--- src/sv/twld_pkg.sv ---
// twld_pkg: shared constants, types and state codes for the window level detector
// no dependencies

package twld_pkg;

    localparam int SAMPLE_FIFO_DEPTH_D = 512;
    localparam int LEVEL_FIFO_DEPTH_D  = 512;

    localparam logic [2:0] REG_MAX_AMPLITUDE  = 3'd0;
    localparam logic [2:0] REG_SHORT_WINDOW   = 3'd1;
    localparam logic [2:0] REG_SHORT_HOP      = 3'd2;
    localparam logic [2:0] REG_LONG_WINDOW    = 3'd3;
    localparam logic [2:0] REG_LONG_HOP       = 3'd4;
    localparam logic [2:0] REG_CRITICAL_LEVEL = 3'd5;
    localparam logic [2:0] REG_AUTO_MODE      = 3'd6;

    typedef enum logic [3:0] {
        ST_IDLE,
        ST_SSUM,
        ST_SDIV,
        ST_SPUSH,
        ST_LSUM,
        ST_LDIV,
        ST_OUT
    } t_state;

    // request to the divider and its answer
    typedef struct packed {
        logic        start;
        logic [26:0] dividend;
        logic [8:0]  divisor;
    } t_div_req;

    typedef struct packed {
        logic        done;
        logic [26:0] quotient;
    } t_div_rsp;

endpackage

--- src/sv/twld_div.sv ---
// twld_div: restoring divider, one quotient bit per cycle
// depends on twld_pkg

module twld_div
    import twld_pkg::*;
(
    input  logic     i_clk,
    input  logic     i_rst_n,
    input  t_div_req i_req,
    output t_div_rsp o_rsp
);

    logic [26:0] r_quo, n_quo;
    logic [9:0]  r_rem, n_rem;
    logic [8:0]  r_dvs;
    logic [4:0]  r_cnt, n_cnt;
    logic        r_busy, n_busy;
    logic        r_done, n_done;
    logic [9:0]  w_trial;

    always_comb begin
        n_quo   = r_quo;
        n_rem   = r_rem;
        n_cnt   = r_cnt;
        n_busy  = r_busy;
        n_done  = 1'b0;
        w_trial = {r_rem[8:0], r_quo[26]};
        if (i_req.start) begin
            n_quo  = i_req.dividend;
            n_rem  = '0;
            n_cnt  = 5'd0;
            n_busy = 1'b1;
        end else if (r_busy) begin
            if (w_trial >= {1'b0, r_dvs}) begin
                n_rem = w_trial - {1'b0, r_dvs};
                n_quo = {r_quo[25:0], 1'b1};
            end else begin
                n_rem = w_trial;
                n_quo = {r_quo[25:0], 1'b0};
            end
            n_cnt = r_cnt + 5'd1;
            if (r_cnt == 5'd26) begin
                n_busy = 1'b0;
                n_done = 1'b1;
            end
        end
    end

    always_ff @(posedge i_clk) begin
        if (!i_rst_n) begin
            r_busy <= 1'b0;
            r_done <= 1'b0;
        end else begin
            r_busy <= n_busy;
            r_done <= n_done;
        end
        r_quo <= n_quo;
        r_rem <= n_rem;
        r_cnt <= n_cnt;
        if (i_req.start) begin
            r_dvs <= i_req.divisor;
        end
    end

    assign o_rsp.done     = r_done;
    assign o_rsp.quotient = r_quo;

endmodule

--- config.mk ---
export PLATFORM = sky130hd
export DESIGN_NAME = twld_div
export DESIGN_NICKNAME = d
export VERILOG_FILES = /design/src/sv/twld_pkg.sv /design/src/sv/twld_div.sv
export SDC_FILE = /design/constraint.sdc
export NUM_CORES = 1
export LEC_CHECK = 0
export BUFFER_PORTS_ARGS = -buffer_cell sky130_fd_sc_hd__buf_4
export CELL_PAD_IN_SITES_DETAIL_PLACEMENT = 1
export CELL_PAD_IN_SITES_GLOBAL_PLACEMENT = 1
export CORE_AREA = 2 2 110 86
export DETAILED_ROUTE_END_ITERATION = 8
export DIE_AREA = 0 0 112 88
export GPL_ROUTABILITY_DRIVEN = 0
export PLACE_DENSITY_LB_ADDON = 0.08
export SLEW_MARGIN = 25
export SYNTH_ARGS = -nofsm -noshare
export SYNTH_HDL_FRONTEND = slang
export SYNTH_SLANG_ARGS = --single-unit
--- constraint.sdc ---
create_clock -name i_clk -period 2.94 [get_ports i_clk]
set_clock_uncertainty 0.2 [all_clocks]
set_input_delay 0.294 -clock i_clk [delete_from_list [all_inputs] [get_ports i_clk]]
set_output_delay 0.294 -clock i_clk [all_outputs]
set_load 0.1 [all_outputs]
==> impl_metrics.yaml, run 1 <==
clock_tree:
  worstSkewPairLatency_ns: 0.29
  post_cts_buffers: 0
  h-tree-depth: 2
  postCtsHoldBufs: 9
  cts_tree: "built"
  cts_root_buf: "clkbuf_16"
  clk_path_buf_depth: 2
  cts.repair.resized: 0
  clock_sinks: 52
  cts_inserted_buffers: 5
  cts.clk_slew.worst_paths_ns: 0.07
final_layout:
  drive_above_1_share_pct: 42.2
  stdcell_count: 389
  design_area_sq_um: 3440
  nets: 327
  multi_input_area_sq_um: 1080
  diodes: 0
  seq_area_sq_um: 1400
  area_growth_pct: 34.0
  fill_cells: 957
timing:
  setup_violations: 0
  max_freq_mhz: 389
  rsz0062_at_grt: "false"
  slew_headroom_pct: 53.8
  min_period_over_period_pct: 87.5
  drv_slew: 0
  final_hold_viol_count: 0
  period_minus_slack_ns: 2.57
  worst_slack_ns: 0.367
  tightest_slew_ns: 0.693
global_route:
  grt_pass1_vias: 1864
  grt_pass1_wl_mm: 9.34
  grt_max_degree: 31
  antenna_found_initial: 0
  grt_overflow_total: 0
  grt_usage_pct: 12.3
route:
  drc_errors: 0
  ant_nets: 0
  num_vias: 1774
  drt-vias-per-instance: 4.56
  wire_per_inst_um: 15.0
  drt-total-wl_mm: 5.82
  dr.pass1.iters: 4
  drtIter0Drc: 42
critical_path:
  crit_required_ns: 2.91
  rr_startpoint: "r_quo[26]"
  critPathCaptureType: "flip-flop"
  critPathLaunch: "r_quo[26]"
  crit_arrival_ns: 2.54
  crit_path_start_kind: "flip-flop"
  path_max_fanout: 9
  worst_r2r_path_depth: 10
  crit_type: "reg -> reg"
die:
  io_pins: 67
  die_y_um: 88
  die_x_um: 112
  num_rows: 30
  core_sq_um: 8780
  start_util_pct: 29.2
  die-area_sq_um: 9860
logic_synthesis:
  ys_warn_count: 0
  yosysSeqAreaShare_pct: 54.6
  async_reset_ff_share_pct: 0
  synth-edff-count: 36
  syn_nets: 252
  ys.flop_type: "edfxtp_1"
  syn_area_sq_um: 2570
  synth_cell_type_count: 44
  synth_top_area_share_pct: 42.1
  yosys.cell_count.top_type: "edfxtp_1"
  syn_avg_cell_area_sq_um: 12.8
  ys_top_cells_by_count: "36 x edfxtp_1, 27 x mux2_2, 17 x nor2_1"
  yosysTopAreaCell: "edfxtp_1"
  synth_area_leaders: "edfxtp_1 42%, dfxtp_1 12%, mux2_2 12%"
  syn_inst: 201
  ys_ff_latch: 52
placement:
  placed_area_sq_um: 3190
  place_ws_ns: 0.328
  hpwl_mm: 4.16
  port_buffers: 66
  dp_cells: 372
worst_hold_path:
  hp-start: "i_rst_n"
  hold_depth: 3
  hold_class: "in -> reg"
power_and_ir_drop:
  p_leak_nw: 1.45
  vdd_ir_drop_max_v: 0.000274
  switching_share_pct: 35.0
  total_power_w: 0.00225
  p_int_w: 0.00146
  p_sw_w: 0.000787
  pwr-share-comb_pct: 31.6
  power_density_nw_per_um2: 654
  seq_power_share_pct: 40.1
  clkPwrFrac_pct: 28.3
outcome:
  outcome: "finished, final reports clean"
run:
  maxCapViolCount: 0
==> registers in the layout (all words and copies together), names as in the netlist <==
signal,cells
r_dvs,9
r_quo,27
r_cnt,5
r_rem,9
r_busy,1
r_done,1
==> worst max-delay path, cell delays in order, from the launching register on <==
cell      delay (ns)
edfxtp_1        0.41
inv_1           0.08
ha_1            0.17
inv_1           0.06
fa_2            0.37
a211oi_4        0.27
o31ai_4         0.13
a211oi_4        0.27
buf_4           0.22
mux2i_1         0.19
a211oi_1        0.09
==> cells in the final DEF, fill, tap and decap left out, drive strengths merged, types with 7 or more instances in the layout <==
cell type and count:
nor2 17, edfxtp 36, dfxtp 16, dlygate4sd3 9
ha 11, clkbuf 8, inv 13, a211oi 7
mux2 27, buf 70
==> stage by stage <==
| stage | hold slack (ns) | TNS (ns) | utilization [%] |
|---|---|---|---|
| after floorplan | 0.193 | -0.170 | - |
| after global placement | 0.273 | 0 | 36.3 |
| after detailed placement | 0.274 | 0 | 36.3 |
| after CTS | 0.0320 | 0 | 39.2 |
| after global routing | 0.0391 | 0 | 39.2 |
| final | 0.0397 | 0 | 39.2 |
==> metal layers <==
metal / part of all wire (%) / wire length, um / track usage, % / up-vias
met1: 50 / 2890 / 16.7 / 843
li1: - / - / - / 884
met2: 45 / 2610 / 19.0 / 39
met5: 0 / 0 / 0 / -
met3: 4.1 / 236 / 3.25 / 8
met4: 1.5 / 86 / 4.66 / 0
==> power groups by stage <==
| stage | Combinational, W | Clock (W) | Sequential (W) |
|---|---|---|---|
| 5_1_grt | 0.000753 | 0.000683 | 0.000914 |
| 3_5_place_dp | 0.000707 | 0 | 0.000920 |
| 2_1_floorplan | 0.000255 | 0 | 0.00120 |
| 3_3_place_gp | 0.000707 | 0 | 0.000919 |
| 4_1_cts | 0.000718 | 0.000666 | 0.000904 |
| 6_report | 0.000710 | 0.000637 | 0.000902 |
==> kinds of logic after synthesis <==
logic type,Yosys count,share of synthesized area (%)
AOI/OAI and AO/OA,27,8.82
and+or+nand+nor,45,9.41
DFF,52,54.6
xor gates and xnor gates,10,3.41
adders and majority gates,12,6.14
buffers and inverters,24,4.24
muxes,31,13.4
==> layout make-up <==
type | instances | share of cell area [%]
Clock buffer | 8 | 4.58
Inverter | 13 | 1.42
Multi-Input combinational cell | 125 | 31.3
Sequential cell | 52 | 40.7
Tap cell | 112 | 4.07
Timing Repair Buffer | 79 | 17.9
==> path summary, 6_finish.rpt <==
check                                end  slack [ns]
worst max register to register  r_rem[6]        0.37
worst max-delay path            r_rem[6]        0.37
worst min register to register  r_rem[7]        0.31
worst min-delay path              r_busy        0.04
Note: power is estimated with default switching activity, not from simulation.
==> run 2: changes to the inputs <==
- CORE_AREA: 2 2 110 86 -> 2 2 98 77
- DIE_AREA: 0 0 112 88 -> 0 0 100 79
==> run 2 against run 1 <==
Register-to-register slack lost 0.06 ns. Sequential share of layout area grew 1.3 points. Core utilization grew 8.3 points. Cell count shrank 6.4%. Largest power group unchanged. Highest routed layer unchanged.
==> impl_metrics.yaml, run 2 (same netlist as run 1, synthesis figures left out) <==
outcome:
  outcome: "finished, final reports clean"
clock_tree:
  postCtsHoldBufs: 9
  h-tree-depth: 2
  cts.clk_slew.worst_paths_ns: 0.09
  clk_path_buf_depth: 2
  cts_tree: "built"
  worstSkewPairLatency_ns: 0.30
  cts_inserted_buffers: 5
  cts.repair.resized: 0
  clock_sinks: 52
  post_cts_buffers: 0
  cts_root_buf: "clkbuf_8"
die:
  num_rows: 27
  io_pins: 67
  core_sq_um: 7030
  die-area_sq_um: 7900
  start_util_pct: 36.5
  die_x_um: 100
  die_y_um: 79
critical_path:
  ff2ff_setup_slack_ns: 0.31
  crit_arrival_ns: 2.64
  cp_slowest_cell: "edfxtp_1"
  critPathLaunch: "r_quo[26]"
  crit_path_max_incr_delay_ns: 0.41
  crit_path_start_kind: "flip-flop"
  crit_type: "reg -> reg"
  critPathCaptureType: "flip-flop"
  crit_required_ns: 2.95
  rr_startpoint: "r_quo[26]"
  worst_r2r_path_depth: 10
  crit_end: "r_rem[3]"
  path_cells: "inv_1 > ha_1 > inv_1 > fa_2 > a211oi_4 > o31ai_4 > a211oi_4 > buf_4 > mux2i_1 > a211oi_1"
  r2r-end: "r_rem[3]"
  path_max_fanout: 9
timing:
  setup_violations: 0
  min_period_over_period_pct: 89.4
  worst_hold_slack_ns: 0.0244
  max_freq_mhz: 380
  rsz0062_at_grt: "false"
  period_minus_slack_ns: 2.63
  drv_slew: 0
  slew_headroom_pct: 54.3
  tightest_slew_ns: 0.686
  worst_slack_ns: 0.311
  final_hold_viol_count: 0
global_route:
  grt_usage_pct: 14.4
  grt_pass1_wl_mm: 8.94
  grt_pass1_vias: 1776
  antenna_found_initial: 0
  grt_overflow_total: 0
  grt_max_degree: 39
placement:
  hpwl_mm: 4.04
  place_ws_ns: 0.321
  port_buffers: 66
power_and_ir_drop:
  p_leak_nw: 1.42
  vdd_ir_drop_max_v: 0.000238
  power_density_nw_per_um2: 603
final_layout:
  largest_reg_flops: 27
  layout_commonest_cell: "buf_4"
  multi_input_area_sq_um: 1080
  drive_above_1_share_pct: 42.2
  regMostFlops: "r_quo"
  area_growth_pct: 29.8
  top_regs: "r_quo x27, r_dvs x9, r_rem x9"
  fill_cells: 773
  seq_area_sq_um: 1400
  nets: 327
  final_cell_mix: "70 x buf_4, 36 x edfxtp_1, 27 x mux2_2"
  fin_util_pct: 47.4
  diodes: 0
route:
  drc_errors: 0
  drtIter0Drc: 59
  ant_nets: 0
  wire_per_inst_um: 15.3
  drt-total-wl_mm: 5.57
  drt-vias-per-instance: 4.89
  num_vias: 1780
  dr.pass1.iters: 4
run:
  maxCapViolCount: 0
worst_hold_path:
  hold_class: "in -> reg"
run 2: worst min-delay path by stage:
stage	cells after the start	slack [ns]	endpoint	start
2_1_floorplan	0	0.19	r_dvs[0]	i_req[0]
5_1_grt	2	0.03	r_done	i_rst_n
3_3_place_gp	1	0.27	r_dvs[1]	i_req[1]
3_5_place_dp	1	0.27	r_dvs[4]	i_req[4]
6_report	3	0.02	r_busy	i_rst_n
4_1_cts	3	0.01	r_busy	i_rst_n
run 2: stage by stage:
stage,power [W],setup TNS (ns),instances,cell area [sq um]
global placement,0.00162,0,347,3160
global route,0.00211,0,364,3330
detailed placement,0.00162,0,347,3160
finish,0.00201,0,364,3330
floorplan,0.00146,-0.170,201,2590
CTS,0.00203,0,364,3330
run 2: power breakdown:
group / internal (W) / leakage [nW] / total (W) / switching, W
sequential: 0.000863 / 0.491 / 0.000902 / 0.0000391
combinational: 0.000230 / 0.885 / 0.000710 / 0.000480
clock: 0.000168 / 0.0422 / 0.000400 / 0.000232
total: 0.00126 / 1.42 / 0.00201 / 0.000751
run 2: metal layers:
layer  vias up  global-route usage, %  routed length (um)
li1        885                      -                   -
met1       851                   20.0                2710
met2        36                   22.6                2580
met3         8                   3.61                 224
met4         0                   3.84                  54
met5         -                      0                   0
run 2: final cells by class:
type,instances,area share [%]
Clock buffer,7,2.29
Multi-Input combinational cell,125,32.3
Timing Repair Buffer,79,18.5
Tap cell,87,3.27
Clock inverter,1,0.150
Sequential cell,52,42.1
Inverter,13,1.46
run 2: worst max-delay path, delay by kind of cell, from the launching register on:
kind / cells / cell delay [ns]
adders and majority gates: 2 / 0.53
buffers and inverters: 3 / 0.36
AOI/OAI and AO/OA: 4 / 0.95
muxes: 1 / 0.09
DFF: 1 / 0.41
==> run 3: changes to the inputs <==
- CORE_AREA: 2 2 98 77 -> 2 2 86 88
- DIE_AREA: 0 0 100 79 -> 0 0 88 90
- PLACE_DENSITY: default -> 0.76
- PLACE_DENSITY_LB_ADDON: 0.08 -> default
==> run 3 against run 2 <==
Critical path depth unchanged. Setup slack improved by 0.067 ns. Via count is 1.6% higher. First-iteration DRC count grew 32%. Cell count rose by 3.3%. Total power is 2.3% higher. Flip-flop and latch count stayed put. Count of clock-buffer cells in the layout fell by 2. Sequential share of layout area is 0.41 points lower. Non-clock buffer count unchanged. Critical path type unchanged. Critical endpoint is now r_rem[4]. Highest routed layer unchanged.
==> impl_metrics.yaml, run 3 (same netlist as run 1, synthesis figures left out) <==
outcome:
  outcome: "finished, final reports clean"
critical_path:
  worst_r2r_path_depth: 10
  crit_arrival_ns: 2.58
  critPathCaptureType: "flip-flop"
  r2r-end: "r_rem[4]"
  critPathLaunch: "r_quo[26]"
  rr_startpoint: "r_quo[26]"
  ff2ff_setup_slack_ns: 0.38
  crit_end: "r_rem[4]"
  crit_path_start_kind: "flip-flop"
  crit_type: "reg -> reg"
  path_max_fanout: 6
  crit_required_ns: 2.96
power_and_ir_drop:
  p_leak_nw: 1.42
  p_sw_w: 0.000789
  power_density_nw_per_um2: 611
  switching_share_pct: 38.4
  pwr-share-comb_pct: 34.4
  p_int_w: 0.00127
  seq_power_share_pct: 43.9
  total_power_w: 0.00206
  clkPwrFrac_pct: 21.7
  vdd_ir_drop_max_v: 0.000243
clock_tree:
  cts.clk_slew.worst_paths_ns: 0.11
  cts.repair.resized: 0
  cts_tree: "built"
  clock_sinks: 52
  worstSkewPairLatency_ns: 0.31
  post_cts_buffers: 0
  h-tree-depth: 2
  cts_inserted_buffers: 5
  cts_root_buf: "clkbuf_8"
  clk_path_buf_depth: 2
final_layout:
  design_area_sq_um: 3360
  layout_commonest_cell: "buf_4"
  stdcell_count: 376
  top_regs: "r_quo x27, r_dvs x9, r_rem x9"
  multi_input_area_sq_um: 1080
  seq_area_sq_um: 1400
  fin_util_pct: 47.9
  drive_above_1_share_pct: 42.6
  final_cell_mix: "69 x buf_4, 36 x edfxtp_1, 27 x mux2_2"
  regMostFlops: "r_quo"
  area_growth_pct: 31.0
  diodes: 0
  nets: 327
  fill_cells: 739
  largest_reg_flops: 27
placement:
  port_buffers: 66
  place_ws_ns: 0.349
  hpwl_mm: 4.00
  dp_cells: 358
  placed_area_sq_um: 3170
die:
  die_x_um: 88
  die_y_um: 90
  start_util_pct: 36.6
  core_sq_um: 7020
  num_rows: 31
  io_pins: 67
  die-area_sq_um: 7920
timing:
  setup_violations: 0
  tightest_slew_ns: 0.670
  final_hold_viol_count: 0
  drv_slew: 0
  slew_headroom_pct: 55.3
  worst_slack_ns: 0.378
  period_minus_slack_ns: 2.56
  rsz0062_at_grt: "false"
  max_freq_mhz: 390
  min_period_over_period_pct: 87.1
global_route:
  grt_overflow_total: 0
  grt_max_degree: 56
  grt_usage_pct: 14.4
  grt_pass1_vias: 1856
  antenna_found_initial: 0
  grt_pass1_wl_mm: 9.00
run:
  maxCapViolCount: 0
route:
  drt-total-wl_mm: 5.59
  drtIter0Drc: 78
  ant_nets: 0
  num_vias: 1809
  wire_per_inst_um: 14.9
  drt-vias-per-instance: 4.81
  dr.pass1.iters: 4
  drc_errors: 0
worst_hold_path:
  hold_depth: 2
  hold_class: "in -> reg"
[run 3: what timing repair did]
item                                   in CTS  in global routing
endpoints found under the hold margin      10                  0
hold buffers                               10                  0
setup endpoints to repair                   0                  0
[run 3: final cells by class]
cell class / count / area share (%)
clock buffers: 5 / 2.05
inverters: 13 / 1.45
multi-input cells: 125 / 32.0
repair buffers: 79 / 18.4
well taps: 99 / 3.68
clock inverters: 3 / 0.818
flip-flops and latches: 52 / 41.7
[run 3: worst min path at each step]
stage,from,endpoint,slack [ns]
3_3_place_gp,i_req[4],r_dvs[4],0.27
6_report,i_req[33],r_quo[24],0.07
3_5_place_dp,i_req[5],r_dvs[5],0.27
5_1_grt,i_req[33],r_quo[24],0.06
2_1_floorplan,i_req[0],r_dvs[0],0.19
4_1_cts,i_req[33],r_quo[24],0.06
[run 3: power by group through the flow]
stage / clock network, W / logic (W) / registers [W]
floorplan: 0 / 0.000255 / 0.00120
global placement: 0 / 0.000693 / 0.000918
detailed placement: 0 / 0.000702 / 0.000920
CTS: 0.000459 / 0.000714 / 0.000905
global route: 0.000480 / 0.000751 / 0.000914
finish: 0.000446 / 0.000708 / 0.000903
[run 3: layer usage]
layer / wire, um / GRT usage, % / part of all wire [%]
met3: 167 / 3.31 / 3.0
met5: 0 / 0 / 0
met1: 2420 / 18.6 / 43
met2: 2920 / 24.1 / 52
met4: 80 / 3.97 / 1.4
[run 3: per-stage QoR]
step	TNS (ns)	hold WS (ns)
global route	0	0.0625
CTS	0	0.0619
global placement	0	0.273
detailed placement	0	0.273
finish	0	0.0703
floorplan	-0.170	0.193
[run 3: worst max-delay path, cell delays in order, from the launching register on]
cell      delay (ns)
edfxtp_1        0.43
inv_1           0.08
ha_1            0.16
inv_1           0.06
fa_2            0.37
a211oi_4        0.28
o31ai_4         0.12
a211oi_4        0.25
buf_4           0.19
mux2i_1         0.08
a211oi_1        0.26
